**config.mk**
```make
export PLATFORM = sky130hd
export DESIGN_NAME = tbo_front
export DESIGN_NICKNAME = d
export VERILOG_FILES = /design/src/rtl/tbo_pkg.sv /design/src/rtl/tbo_front.sv
export SDC_FILE = /design/constraint.sdc
export NUM_CORES = 2
export LEC_CHECK = 0
export BUFFER_PORTS_ARGS = -buffer_cell sky130_fd_sc_hd__buf_2
export CORE_AREA = 5 5 381 383
export CTS_CLUSTER_DIAMETER = 80
export CTS_CLUSTER_SIZE = 20
export DETAILED_ROUTE_END_ITERATION = 8
export DIE_AREA = 0 0 386 388
export RECOVER_POWER = 25
export SETUP_SLACK_MARGIN = 0.1
export SLEW_MARGIN = 20
export SYNTH_ARGS = -nofsm -noshare
export SYNTH_HDL_FRONTEND = slang
export SYNTH_SLANG_ARGS = --single-unit
```
**constraint.sdc**
```tcl
create_clock -name clk -period 23 [get_ports clk]
set_input_delay 1.15 -clock clk [delete_from_list [all_inputs] [get_ports clk]]
set_output_delay 1.15 -clock clk [all_outputs]
set_load 0.01 [all_outputs]
```
**src/rtl/tbo_pkg.sv**
```systemverilog
`timescale 1ns / 1ps
// tbo_pkg: shared constants, register index codes and axis index helpers
// for the triangle/box overlap block. No dependencies.
package tbo_pkg;

    localparam int HALF_W     = 31;
    localparam int CFG_DATA_W = 32;
    localparam int CFG_IDX_W  = 2;
    localparam int Q_DEPTH    = 4;
    localparam int Q_PTR_W    = 2;

    localparam logic [HALF_W-1:0] HALF_RESET = 31'd65536;

    typedef enum logic [CFG_IDX_W-1:0] {
        REG_HALF_X = 2'd0,
        REG_HALF_Y = 2'd1,
        REG_HALF_Z = 2'd2
    } cfg_reg_t;

    // next and previous axis, cyclic over x, y, z
    function automatic int nx(input int k);
        return (k == 2) ? 0 : k + 1;
    endfunction

    function automatic int pv(input int k);
        return (k == 0) ? 2 : k - 1;
    endfunction

endpackage

```
**src/rtl/tbo_front.sv**
```systemverilog
`timescale 1ns / 1ps
// tbo_front: accepts input beats, moves the vertices to the box center and
// forms the edges. Depends on tbo_pkg.
module tbo_front import tbo_pkg::*;
#(
    parameter int W = 32
)
(
    input  logic                              clk,
    input  logic                              rst_n,
    input  logic                              in_valid,
    output logic                              in_ready,
    input  logic signed [W-1:0]               center_x,
    input  logic signed [W-1:0]               center_y,
    input  logic signed [W-1:0]               center_z,
    input  logic signed [W-1:0]               a_x,
    input  logic signed [W-1:0]               a_y,
    input  logic signed [W-1:0]               a_z,
    input  logic signed [W-1:0]               b_x,
    input  logic signed [W-1:0]               b_y,
    input  logic signed [W-1:0]               b_z,
    input  logic signed [W-1:0]               c_x,
    input  logic signed [W-1:0]               c_y,
    input  logic signed [W-1:0]               c_z,
    output logic                              push_valid,
    input  logic                              push_ready,
    output logic [9*(W+1)+9*(W+2)-1:0]        push_data
);

    localparam int VW = W + 1;
    localparam int EW = W + 2;

    logic                  f_vld_reg;
    logic signed [VW-1:0]  v_reg [3][3];
    logic signed [VW-1:0]  v_next [3][3];
    logic signed [EW-1:0]  e [3][3];
    logic                  accept;

    assign in_ready   = !f_vld_reg || push_ready;
    assign accept     = in_valid && in_ready;
    assign push_valid = f_vld_reg;

    always_comb
    begin
        v_next[0][0] = VW'(a_x) - VW'(center_x);
        v_next[0][1] = VW'(a_y) - VW'(center_y);
        v_next[0][2] = VW'(a_z) - VW'(center_z);
        v_next[1][0] = VW'(b_x) - VW'(center_x);
        v_next[1][1] = VW'(b_y) - VW'(center_y);
        v_next[1][2] = VW'(b_z) - VW'(center_z);
        v_next[2][0] = VW'(c_x) - VW'(center_x);
        v_next[2][1] = VW'(c_y) - VW'(center_y);
        v_next[2][2] = VW'(c_z) - VW'(center_z);
    end

    always_ff @(posedge clk or negedge rst_n)
    begin
        if (!rst_n)
        begin
            f_vld_reg <= 1'b0;
        end
        else if (in_ready)
        begin
            f_vld_reg <= in_valid;
        end
    end

    always_ff @(posedge clk)
    begin
        if (accept)
        begin
            v_reg <= v_next;
        end
    end

    always_comb
    begin
        for (int i = 0; i < 3; i++)
        begin
            for (int k = 0; k < 3; k++)
            begin
                e[i][k] = EW'(v_reg[nx(i)][k]) - EW'(v_reg[i][k]);
                push_data[(i*3+k)*VW +: VW]        = v_reg[i][k];
                push_data[9*VW + (i*3+k)*EW +: EW] = e[i][k];
            end
        end
    end

endmodule

```
== Word-level counts from Yosys, hierarchy flattened ==
Cells that the tools add are included.

* Add/sub/neg operators: 18
* Reductions and logical operators: 3

{| class="wikitable"
|+ Operator list
! operator !! count
|-
| subtractor 33 x 33 -> 34 bit || 9
|-
| subtractor 32 x 32 -> 33 bit || 9
|-
| logical AND 1 bit || 1
|-
| zero test 1 bit || 1
|-
| logical OR 1 bit || 1
|}

* Output and inout bits: 605
* Bits in registers: 298

== Longest topological paths before layout ==
* Depth after elaboration: 3
* Depth in mapped cells: 14
* Gate-level depth less buffers: 14

== Worst setup path after synthesis ==
No wires, ideal clock.

* Path kind: input port to flip-flop
* From: input port push_ready
* To: register v_reg, in the netlist push_data[0] (enable)
* Stages on the path: 2
* Setup slack: 14.191 ns
* Data arrival time: 8.112 ns
* Buffers on the path: 0
* Setup time: 0.697 ns
* Cell sequence: nand2b_1 > and2_1

* Longest elaborated chain between the ends: 2

{| class="wikitable"
|+ Ends and longest elaborated chain
! item !! line !! text
|-
| start: declaration || tbo_front.sv:26 || <nowiki>input logic push_ready,</nowiki>
|-
| logical OR 1 bit || tbo_front.sv:39 || <nowiki>assign in_ready = !f_vld_reg || push_ready;</nowiki>
|-
| logical AND 1 bit || tbo_front.sv:40 || <nowiki>assign accept = in_valid && in_ready;</nowiki>
|-
| net accept || tbo_front.sv:37 || <nowiki>logic accept;</nowiki>
|-
| end signal: assignment || tbo_front.sv:72 || <nowiki>v_reg <= v_next;</nowiki>
|-
| end: declaration || tbo_front.sv:34 || <nowiki>logic signed [VW-1:0] v_reg [3][3];</nowiki>
|}

The timed path passes the listed nets, and every way through them passes these cells.
A chain may end at the register's enable or synchronous reset.

== Worst setup path in the final report ==
* From: register v_reg, in the netlist push_data[165]
* To: output port push_data[397]

* Longest elaborated chain between the ends: 1

{| class="wikitable"
|+ Ends and longest elaborated chain
! item !! line !! text
|-
| subtractor 33 x 33 -> 34 bit || tbo_front.sv:82 || <nowiki>e[i][k] = EW'(v_reg[nx(i)][k]) - EW'(v_reg[i][k]);</nowiki>
|-
| end: declaration || tbo_front.sv:27 || <nowiki>output logic [9*(W+1)+9*(W+2)-1:0] push_data</nowiki>
|}

No other way between the ends.

==> results.md <==
- Via density: 5.23
- Run status: complete, but fails checks
- PD cells: 74.4 mW/mm^2
- Sequential Area: 0.00894 mm^2
- Slew Viols, Final: 59
- Initial antenna violation count: 51
- Worst Tran Pin Value: 4.23 ns
- Fillers: 15,100
- VDD IR max: 0.0671 mV
- Syn nets: 5,691
- CTS sink cnt: 298
- Worst Setup Path Type: register to output pin
- Die W: 386 um
- Per-cell routed wire length: 25.7 um
- Gr ovfl total: 0
- Worst-case clock skew: 0.0203 ns
- Synth warn: 0
- Highest Clock Rate: 164 MHz
- Worst Hold Class: primary input to async pin
- Synth async-reset ratio: 0.336%
- Fin. Hold Viols: 0
- Gpl congestion: 1.01
- Synth Flop Type: edfxtp_1
- GRT Util Overall: 24.4%
- Post-synthesis sequential area ratio: 22.9%
- Setup ws final: 16.90 ns
- CTS tree: built
- Worst setup EP type: output pin
- Leakage power: 0.0229 uW
- Cell Area, Synth: 0.0390 mm^2
- Total die area: 0.150 mm^2
- Mapped Cells: 4,700
- Area grow syn2layout: 20.7%
- Fin Hold WS: 0.279 ns
- Violated checks: capacitance limit, slew limit
- RSZ-0062 raised after global routing: false
- Post-Place Setup Slack: 17.67 ns
- DRC Markers: 0
- Setup violations, final: 0
- Setup_tns: 0 ns
- Register-to-Register Setup Slack: 17.22 ns
- Fin crit share: 26.5%
- Post-CTS Setup Bufs: 0
- Htree depth: 1
- Fin nets: 6,652
- Layout cells sized above 1: 16.2%
- Clock-pin slew on the worst setup and hold paths: 0.09 ns
- Max_slew headroom: -182%
- Largest net degree at the start of global routing: 134
- Crit Path Max Fanout: 4
- First-pass GRT wire length: 269,000 um
- CP required: 21.85 ns
- Maximum buffer depth of the clock tree: 3
- Post-synthesis area per instance: 8.30 um^2
- Chip Height: 388 um
- Post_cts resized: 0
- Total CTS buffers: 30
- Number of synthesized flops with an enable pin: 297
- Vias in the first global route: 39,500
- Netlist cell types: 82
- CTS Hold Bufs: 0
- Initial Utilization: 27.7%
- Final wirelength: 195,000 um
- WP data arrival: 4.95 ns
- Initial DRC count: 2,147
- Minimum clock period: 6.10 ns
- Num ports: 993
- # rows: 138
- #FFs+latches synth: 298
- DP Wirelength: 173,000 um
- Routed vias: 39,800
- Post-DRT Antenna Nets: 0
- Area of the core: 0.141 mm^2
- Buffers on Ports: 992
- 1st-pass router iterations: 5
- Worst skew pair latency: 0.65 ns
- Multi-input gate area: 0.0278 mm^2
- CP startpoint kind: register
- MaxCap Viol Count: 1
- Clock Root Buffer: clkbuf_16
==> worst max-delay path, stage by stage, from the launching register on <==
cell and delay, ns:
edfxtp_1 0.44, inv_1 0.08, ha_1 0.19, inv_1 0.07, fa_1 0.40, a21o_1 0.20
a21oi_1 0.27, o21ai_0 0.21, a21boi_0 0.64, o31a_1 0.38, o31a_1 0.35, nor2_1 0.12
a221oi_1 0.27, o211ai_1 0.14, xor2_1 0.33, buf_2 0.21
==> placed cells by master, fill, tap and decap left out, types with 12 or more instances in the layout <==
master	synthesis	final
a21oi_1	467	467
nor2_1	289	289
o21a_1	90	90
o21bai_1	63	63
inv_1	542	542
nor2b_1	94	94
a21boi_0	18	18
clkbuf_16	0	30
a211oi_1	40	40
diode_2	0	21
ha_1	585	585
and2_1	25	24
o31ai_1	20	19
a211o_1	12	12
a41oi_1	18	18
a31oi_1	56	56
o211ai_1	26	26
and3_1	42	42
or3_1	18	18
nand2b_1	71	71
fa_1	18	18
buf_2	1	813
o21ai_0	264	265
a221o_1	15	15
nand4_1	65	65
clkbuf_1	71	180
nor3_1	55	55
a31o_2	16	16
xnor2_1	328	328
nand2_1	281	281
nand3_1	82	82
o31a_1	19	19
edfxtp_1	297	297
xor2_1	180	180
a21o_1	346	346
==> cell families after synthesis <==
logic type / Yosys count / share of synthesized area (%)
compound gates: 1588 / 26.5
mux: 1 / 0.0289
fa+ha+maj: 603 / 19.7
simple gates: 1088 / 13.6
buf+inv: 614 / 5.91
flops: 298 / 22.9
xor+xnor: 508 / 11.4
==> routing by layer <==
metal	routed length (um)	global-route usage (%)	up-vias
met5	211	0	-
met4	8400	9.04	32
met3	14000	5.11	291
met2	96900	44.9	1503
met1	75400	27.5	18900
li1	-	-	19000
==> power by group <==
group          leakage [uW]  total (uW)  internal [uW]  switching [uW]
combinational        0.0196        2150            807            1340
sequential          0.00284         791            696            95.0
clock              0.000528         562            273             289
total                0.0229        3500           1780            1730
==> cells in the mapped netlist (65+ instances only) <==
cell,number,share of area (%)
xor2_1,180,4.0
a21oi_1,467,6.0
nor2b_1,94,1.5
clkbuf_1,71,0.68
nand3_1,82,1.1
inv_1,542,5.2
edfxtp_1,297,23
xnor2_1,328,7.4
ha_1,585,19
nor2_1,289,2.8
nand2b_1,71,1.1
nand2_1,281,2.7
a21o_1,346,6.7
nand4_1,65,1.0
o21ai_0,264,3.4
o21a_1,90,1.7
==> path summary, 6_finish.rpt <==
check,start,end,cells after the start
min in group clk,push_valid$_DFFE_PN0N_,push_valid$_DFFE_PN0N_,2
setup reg to reg,push_valid$_DFFE_PN0N_,push_data[57]$_DFFE_PP_,4
setup / recovery,push_data[165]$_DFFE_PP_,push_data[397],15
max in group asynchronous,rst_n,push_valid$_DFFE_PN0N_,1
hold reg to reg,push_valid$_DFFE_PN0N_,push_valid$_DFFE_PN0N_,2
hold / removal,rst_n,push_valid$_DFFE_PN0N_,1
==> registers in the layout (all words and copies together), names as in the netlist <==
register    count
push_data     297
push_valid      1
==> layout make-up <==
class / count / share of cell area (%)
Sequential cell: 298 / 19.0
Tap cell: 1890 / 5.02
Clock buffer: 31 / 1.60
Clock inverter: 24 / 0.736
Timing Repair Buffer: 1001 / 10.2
Multi-Input combinational cell: 3788 / 59.0
Antenna cell: 21 / 0.112
Inverter: 542 / 4.32
==> metrics by stage <==
step | instances | utilization (%) | instance area, um^2 | power, uW
floorplan | 4700 | - | 39000 | 2040
global placement | 7519 | 32.7 | 46200 | 2960
detailed placement | 7519 | 32.7 | 46200 | 2960
CTS | 7574 | 33.5 | 47300 | 3540
global route | 7578 | 33.4 | 47100 | 3710
finish | 7595 | 33.4 | 47100 | 3500
Note: power is estimated with default switching activity, not from simulation.
