$ cat src/rtl/tbo_pkg.sv
`timescale 1ns / 1ps
// tbo_pkg: shared constants, register index codes and axis index helpers
// for the triangle/box overlap block. No dependencies.
package tbo_pkg;

    localparam int HALF_W     = 31;
    localparam int CFG_DATA_W = 32;
    localparam int CFG_IDX_W  = 2;
    localparam int Q_DEPTH    = 4;
    localparam int Q_PTR_W    = 2;

    localparam logic [HALF_W-1:0] HALF_RESET = 31'd65536;

    typedef enum logic [CFG_IDX_W-1:0] {
        REG_HALF_X = 2'd0,
        REG_HALF_Y = 2'd1,
        REG_HALF_Z = 2'd2
    } cfg_reg_t;

    // next and previous axis, cyclic over x, y, z
    function automatic int nx(input int k);
        return (k == 2) ? 0 : k + 1;
    endfunction

    function automatic int pv(input int k);
        return (k == 0) ? 2 : k - 1;
    endfunction

endpackage

$ cat src/rtl/tbo_queue.sv
`timescale 1ns / 1ps
// tbo_queue: short register queue between the front and back sections.
// Depends on tbo_pkg for its depth.
module tbo_queue import tbo_pkg::*;
#(
    parameter int DATA_W = 8
)
(
    input  logic              clk,
    input  logic              rst_n,
    input  logic              push_valid,
    output logic              push_ready,
    input  logic [DATA_W-1:0] push_data,
    output logic              pop_valid,
    input  logic              pop_ready,
    output logic [DATA_W-1:0] pop_data
);

    logic [DATA_W-1:0]  mem_reg [Q_DEPTH];
    logic [Q_PTR_W-1:0] wr_ptr_reg;
    logic [Q_PTR_W-1:0] rd_ptr_reg;
    logic [Q_PTR_W:0]   count_reg;
    logic               do_push;
    logic               do_pop;

    assign push_ready = (count_reg != (Q_PTR_W+1)'(Q_DEPTH));
    assign pop_valid  = (count_reg != '0);
    assign pop_data   = mem_reg[rd_ptr_reg];
    assign do_push    = push_valid && push_ready;
    assign do_pop     = pop_valid && pop_ready;

    always_ff @(posedge clk or negedge rst_n)
    begin
        if (!rst_n)
        begin
            wr_ptr_reg <= '0;
            rd_ptr_reg <= '0;
            count_reg  <= '0;
        end
        else
        begin
            if (do_push)
            begin
                wr_ptr_reg <= wr_ptr_reg + 1'b1;
            end
            if (do_pop)
            begin
                rd_ptr_reg <= rd_ptr_reg + 1'b1;
            end
            if (do_push && !do_pop)
            begin
                count_reg <= count_reg + 1'b1;
            end
            else if (do_pop && !do_push)
            begin
                count_reg <= count_reg - 1'b1;
            end
        end
    end

    always_ff @(posedge clk)
    begin
        if (do_push)
        begin
            mem_reg[wr_ptr_reg] <= push_data;
        end
    end

endmodule

$ cat config.mk
export PLATFORM = sky130hd
export DESIGN_NAME = tbo_queue
export DESIGN_NICKNAME = d
export VERILOG_FILES = /design/src/rtl/tbo_pkg.sv /design/src/rtl/tbo_queue.sv
export SDC_FILE = /design/constraint.sdc
export NUM_CORES = 1
export LEC_CHECK = 0
export CORE_AREA = 3 3 76 78
export DETAILED_ROUTE_END_ITERATION = 12
export DIE_AREA = 0 0 79 81
export DONT_BUFFER_PORTS = 1
export PLACE_DENSITY = 0.48
export SYNTH_ARGS = -nofsm -noshare
export SYNTH_HDL_FRONTEND = slang
export SYNTH_SLANG_ARGS = --single-unit
$ cat constraint.sdc
create_clock -name clk -period 2.1 [get_ports clk]
set_input_delay 0.105 -clock clk [delete_from_list [all_inputs] [get_ports clk]]
set_output_delay 0.105 -clock clk [all_outputs]
set_load 0.1 [all_outputs]
== Word level (Yosys, flattened, before mapping) ==
Memory sizes are Yosys's and may differ from the RTL's.
Index checks and enable logic that the tools add are counted.

* Memory bits (writable): 32
* Input port bits: 12
* Logic and storage cells: 21
* Flip-flop bits (word level): 7
* Memories kept: 1
* Output and inout bits: 10

{| class="wikitable"
|+ Memory list
! memory !! depth !! width !! rd ports !! clocked after memory_dff !! write ports !! line !! source
|-
| mem_reg || 4 || 8 || 1 || 0 || 1 || tbo_queue.sv:19 || <nowiki>logic [DATA_W-1:0] mem_reg [Q_DEPTH];</nowiki>
|}

* Mux-type cells: 4
* Eq/ne operators: 1
* Add/sub/neg operators: 4
* Reduce and logical (&&, ||, !) cells: 8

{| class="wikitable"
|+ Operator list
! kind !! number
|-
| 2-to-1 mux 3 bit || 2
|-
| adder 2 x 1 -> 2 bit (second input constant) || 2
|-
| logical AND 1 bit || 4
|-
| adder 3 x 1 -> 3 bit (second input constant) || 1
|-
| != test 3 bit (second input constant) || 1
|-
| nonzero test 3 bit || 1
|-
| subtractor 3 x 1 -> 3 bit (second input constant) || 1
|-
| zero test 1 bit || 2
|-
| 2-to-1 mux 1 bit || 2
|-
| nonzero test 2 bit || 1
|}

== Depth between registers and ports, before layout ==
* Depth after elaboration: 6
* Gate-level depth with buffers: 8
* Depth with buffers taken out: 8

== Worst setup path before layout ==
No wires, ideal clock.

* Kind: register to register
* Start point: reg count_reg[0]
* End point: reg count_reg[2]
* Path buffers: 0
* Stages on the path, launching flop included: 9
* Required time: 2021 ps
* Setup time: 79 ps
* Arrival time: 2058 ps
* Period minus slack after synthesis: 2137 ps
* Slack: -37 ps
* Path through: dfrtp_1 > or3_4 > nand2_4 > ha_1 > inv_1 > fa_1 > xor2_1 > nor2_1 > xor2_1

* Longest elaborated chain between the ends: 5
* Elaborated cells on any way between the ends: 13
* Those cells by class: add/sub: 2; eq/ne: 1; mux: 2; reduce/logical: 8

{| class="wikitable"
|+ Ends and longest elaborated chain
! what !! line !! source
|-
| from (decl) || tbo_queue.sv:22 || <nowiki>logic [Q_PTR_W:0] count_reg;</nowiki>
|-
| from (signal assigned) || tbo_queue.sv:52 || <nowiki>count_reg <= count_reg + 1'b1;</nowiki>
|-
| from (signal assigned) || tbo_queue.sv:56 || <nowiki>count_reg <= count_reg - 1'b1;</nowiki>
|-
| nonzero test 3 bit (*) || tbo_queue.sv:27 || <nowiki>assign pop_valid = (count_reg != '0);</nowiki>
|-
| named net pop_valid || tbo_queue.sv:14 || <nowiki>output logic pop_valid,</nowiki>
|-
| logical AND 1 bit (*) || tbo_queue.sv:30 || <nowiki>assign do_pop = pop_valid && pop_ready;</nowiki>
|-
| zero test 1 bit || tbo_queue.sv:50 || <nowiki>if (do_push && !do_pop)</nowiki>
|-
| logical AND 1 bit || tbo_queue.sv:50 ||
|-
| 2-to-1 mux 3 bit or nonzero test 2 bit (tied branches) || -- ||
|}

Mark *: on every way through the listed nets, which the timed path passes. The rest lies on a longest branch. The select of a mux whose other input is x is not followed.
A chain may end at the register's enable or synchronous reset.

== Worst setup path in the final report ==
* Start point: reg count_reg[0]
* End point: reg count_reg[2]

* Longest elaborated chain between the ends: 5
* Elaborated cells on any way between the ends: 13
* Those cells by class: add/sub: 2; eq/ne: 1; mux: 2; reduce/logical: 8

{| class="wikitable"
|+ Ends and longest elaborated chain
! what
|-
| parallel branches: the longest is 5 deep, another holds subtractor 3 x 1 -> 3 bit
|}

Several ways; the timed one is not identified. The select of a mux whose other input is x is not followed.

==> flow_summary.yaml <==
outcome:
  status: "finished clean"
critical_path:
  crit_buf_inv: 1
  crit_end: "count_reg[2]$_DFFE_PN0P_"
  cp.depth: 8
  startpoint: "count_reg[0]$_DFFE_PN0P_"
  arrival_ns: 2.16
  start_kind: "flop"
  r2r_cells: 8
  rrSetupSlack_ns: 0.14
  reg2reg_to: "count_reg[2]$_DFFE_PN0P_"
  slowest_delay_ns: 0.44
  cp_data_required_time_ns: 2.31
  crit_type: "reg2reg"
  critPathTopFamily: "simple AND/OR/NAND/NOR gates"
  crit_path_end_kind: "flop"
  cp_slowest_cell: "dfrtp_1"
  worstReg2RegStart: "count_reg[0]$_DFFE_PN0P_"
  critPathMaxFanout: 4
  cp_cell_sequence: "or3_4 > nand2_4 > ha_4 > inv_1 > fa_2 > xor2_1 > nor2_1 > xor2_1"
  crit_top_cell: "xor2_1"
logic_synthesis:
  syn-num-nets: 95
  ys_seq_area_share_pct: 71.7
  synth_cell_types: 20
  syn_inst: 77
  muxShareOfSynthArea_pct: 13.0
  synth_fa_ha_area_share_pct: 5.21
  synth_xor_area_share_pct: 3.32
  synth_area_um2: 1580
  ys_warn_count: 0
  synth_top_family_by_area: "multiplexers"
  yosys.area_share.simple_pct: 4.50
  synth_seq_cells: 39
  syn-mean-instance-area_um2: 20.6
  synth_compound_area_share_pct: 0.711
global_route:
  grt_first_pass_wirelength_um: 4180
  grt_pass1_vias: 813
  grt_max_degree: 14
  antenna_found_initial: 0
  track_usage_pct: 9.08
  gr-total-overflow: 0
placed_design:
  gp_congestion: 0.636
  dp_hpwl_um: 1750
  port_buffers: 0
floorplanning:
  die_area_um2: 6400
  core_um2: 5140
  die_h_um: 81
  pin_count: 22
  die_w_um: 79
  start_util_pct: 30.8
  num_rows: 26
sta:
  slew_headroom_pct: 64.8
  worst_pin_slew_ns: 0.530
  finClkSkew_ns: 0.00395
  finalHoldViolCount: 0
  timing.fmax_mhz: 511
  rsz0062_at_grt: "false"
  min_period_ns: 1.96
  min_period_over_period_pct: 93.1
  maxSlewViolCount: 0
  fin_setup_tns_ns: 0
  setup_violations: 0
finish:
  drive_gt1_share_pct: 29.6
  largest_register_ffs: 32
  nets: 115
  multi_input_area_um2: 439
  syn_to_final_growth_pct: 20.0
  seqCellArea_um2: 1140
  insertedDiodeCount: 0
  nFillCells: 516
clock_tree:
  cts_sinks: 39
  htree_levels: 2
  clkTransAtPathRegs_ns: 0.07
  clock_latency_ns: 0.28
  cts_made_buffers: 5
  cts_tree: "yes"
  cts_resized: 0
  root_buffer: "clkbuf_8"
  cts_buffer_depth: 2
route:
  wl_per_cell_um: 15.3
  vias: 727
  drt_pre_antenna_iters: 2
  first_iter_violations: 56
  vias_per_cell: 4.33
  drcViolationCount: 0
  drtAntennaViolNets: 0
  wl_um: 2560
min_path:
  hold_path.class: "in2async"
job:
  maxCapViolCount: 0
==> routing by layer <==
metal  vias up  wire length, um  part of all wire [%]  track usage [%]
met2        15             1280                    50             14.9
li1        331                -                     -                -
met3         5              111                   4.3             2.99
met5         -                0                     0                0
met1       376             1120                    44             10.7
met4         0               46                   1.8             4.64
==> through the flow <==
stage,worst slack [ns],instance area [um2],hold WS [ns],utilization [%],instances
3_5_place_dp,0.157,1710,-0.190,33.3,150
6_report,0.145,1900,0.151,37.0,168
4_1_cts,0.130,1900,0.157,37.0,168
3_3_place_gp,0.201,1710,-0.190,33.3,150
2_1_floorplan,0.0222,1600,-0.191,-,77
5_1_grt,0.0149,1900,0.172,37.0,168
==> worst min path at each step <==
stage          slack (ns)  depth (start not counted)                        to  start
2_1_floorplan       -0.19                          0  count_reg[0]$_DFFE_PN0P_  rst_n
3_3_place_gp        -0.19                          0  count_reg[1]$_DFFE_PN0P_  rst_n
3_5_place_dp        -0.19                          0  count_reg[1]$_DFFE_PN0P_  rst_n
5_1_grt              0.17                          1  count_reg[0]$_DFFE_PN0P_  rst_n
6_report             0.15                          1  count_reg[1]$_DFFE_PN0P_  rst_n
4_1_cts              0.16                          1  count_reg[2]$_DFFE_PN0P_  rst_n
==> final cells by class <==
| class | count | area share [%] |
|---|---|---|
| Clock buffer | 5 | 3.62 |
| Clock inverter | 3 | 1.05 |
| Inverter | 3 | 0.592 |
| Multi-Input combinational cell | 33 | 23.1 |
| Sequential cell | 39 | 59.8 |
| Tap cell | 70 | 4.61 |
| Timing Repair Buffer | 15 | 7.24 |
==> cells in the final DEF, fill, tap and decap left out, drive strengths merged <==
cell type    count
ha               5
fa               1
mux4             8
clkinvlp         1
nand3            1
buf              5
nand2            2
xor2             2
inv              3
or3              1
and2             4
clkinv           2
nor2             2
a21boi           1
clkbuf           5
dlygate4sd3     10
xnor2            4
edfxtp          32
dfrtp            7
mux2             2
==> logic make-up (layout without fill, tap and decap cells) <==
kind of cell	Yosys count	in the layout
buffers and inverters	5	26
AND/OR/NAND/NOR	10	10
multiplexers	10	10
XOR/XNOR	6	6
flip-flops	39	39
AO/OA/AOI/OAI	1	1
adder cells (fa/ha/maj)	6	6
==> synth_stat cells <==
| master | count | share of area [%] |
|---|---|---|
| a21boi_2 | 1 | 0.71 |
| and2_1 | 4 | 1.6 |
| buf_4 | 1 | 0.47 |
| clkbuf_2 | 1 | 0.32 |
| dfrtp_1 | 7 | 11 |
| edfxtp_1 | 32 | 61 |
| fa_1 | 1 | 1.3 |
| ha_1 | 5 | 3.9 |
| inv_1 | 3 | 0.71 |
| mux2_2 | 1 | 0.71 |
| mux2_4 | 1 | 0.95 |
| mux4_2 | 8 | 11 |
| nand2_1 | 1 | 0.24 |
| nand2_4 | 1 | 0.71 |
| nand3_2 | 1 | 0.63 |
| nor2_1 | 1 | 0.24 |
| nor2_2 | 1 | 0.40 |
| or3_4 | 1 | 0.71 |
| xnor2_1 | 4 | 2.2 |
| xor2_1 | 2 | 1.1 |
==> timing repair <==
item	4_1_cts	5_1_grt
endpoints found under the hold margin	41	0
buffers inserted	0	0
hold buffers	10	0
Power is left out: the tool's default activity adds up to more than one toggle a clock period on the data nets, which glitch-free logic cannot reach.
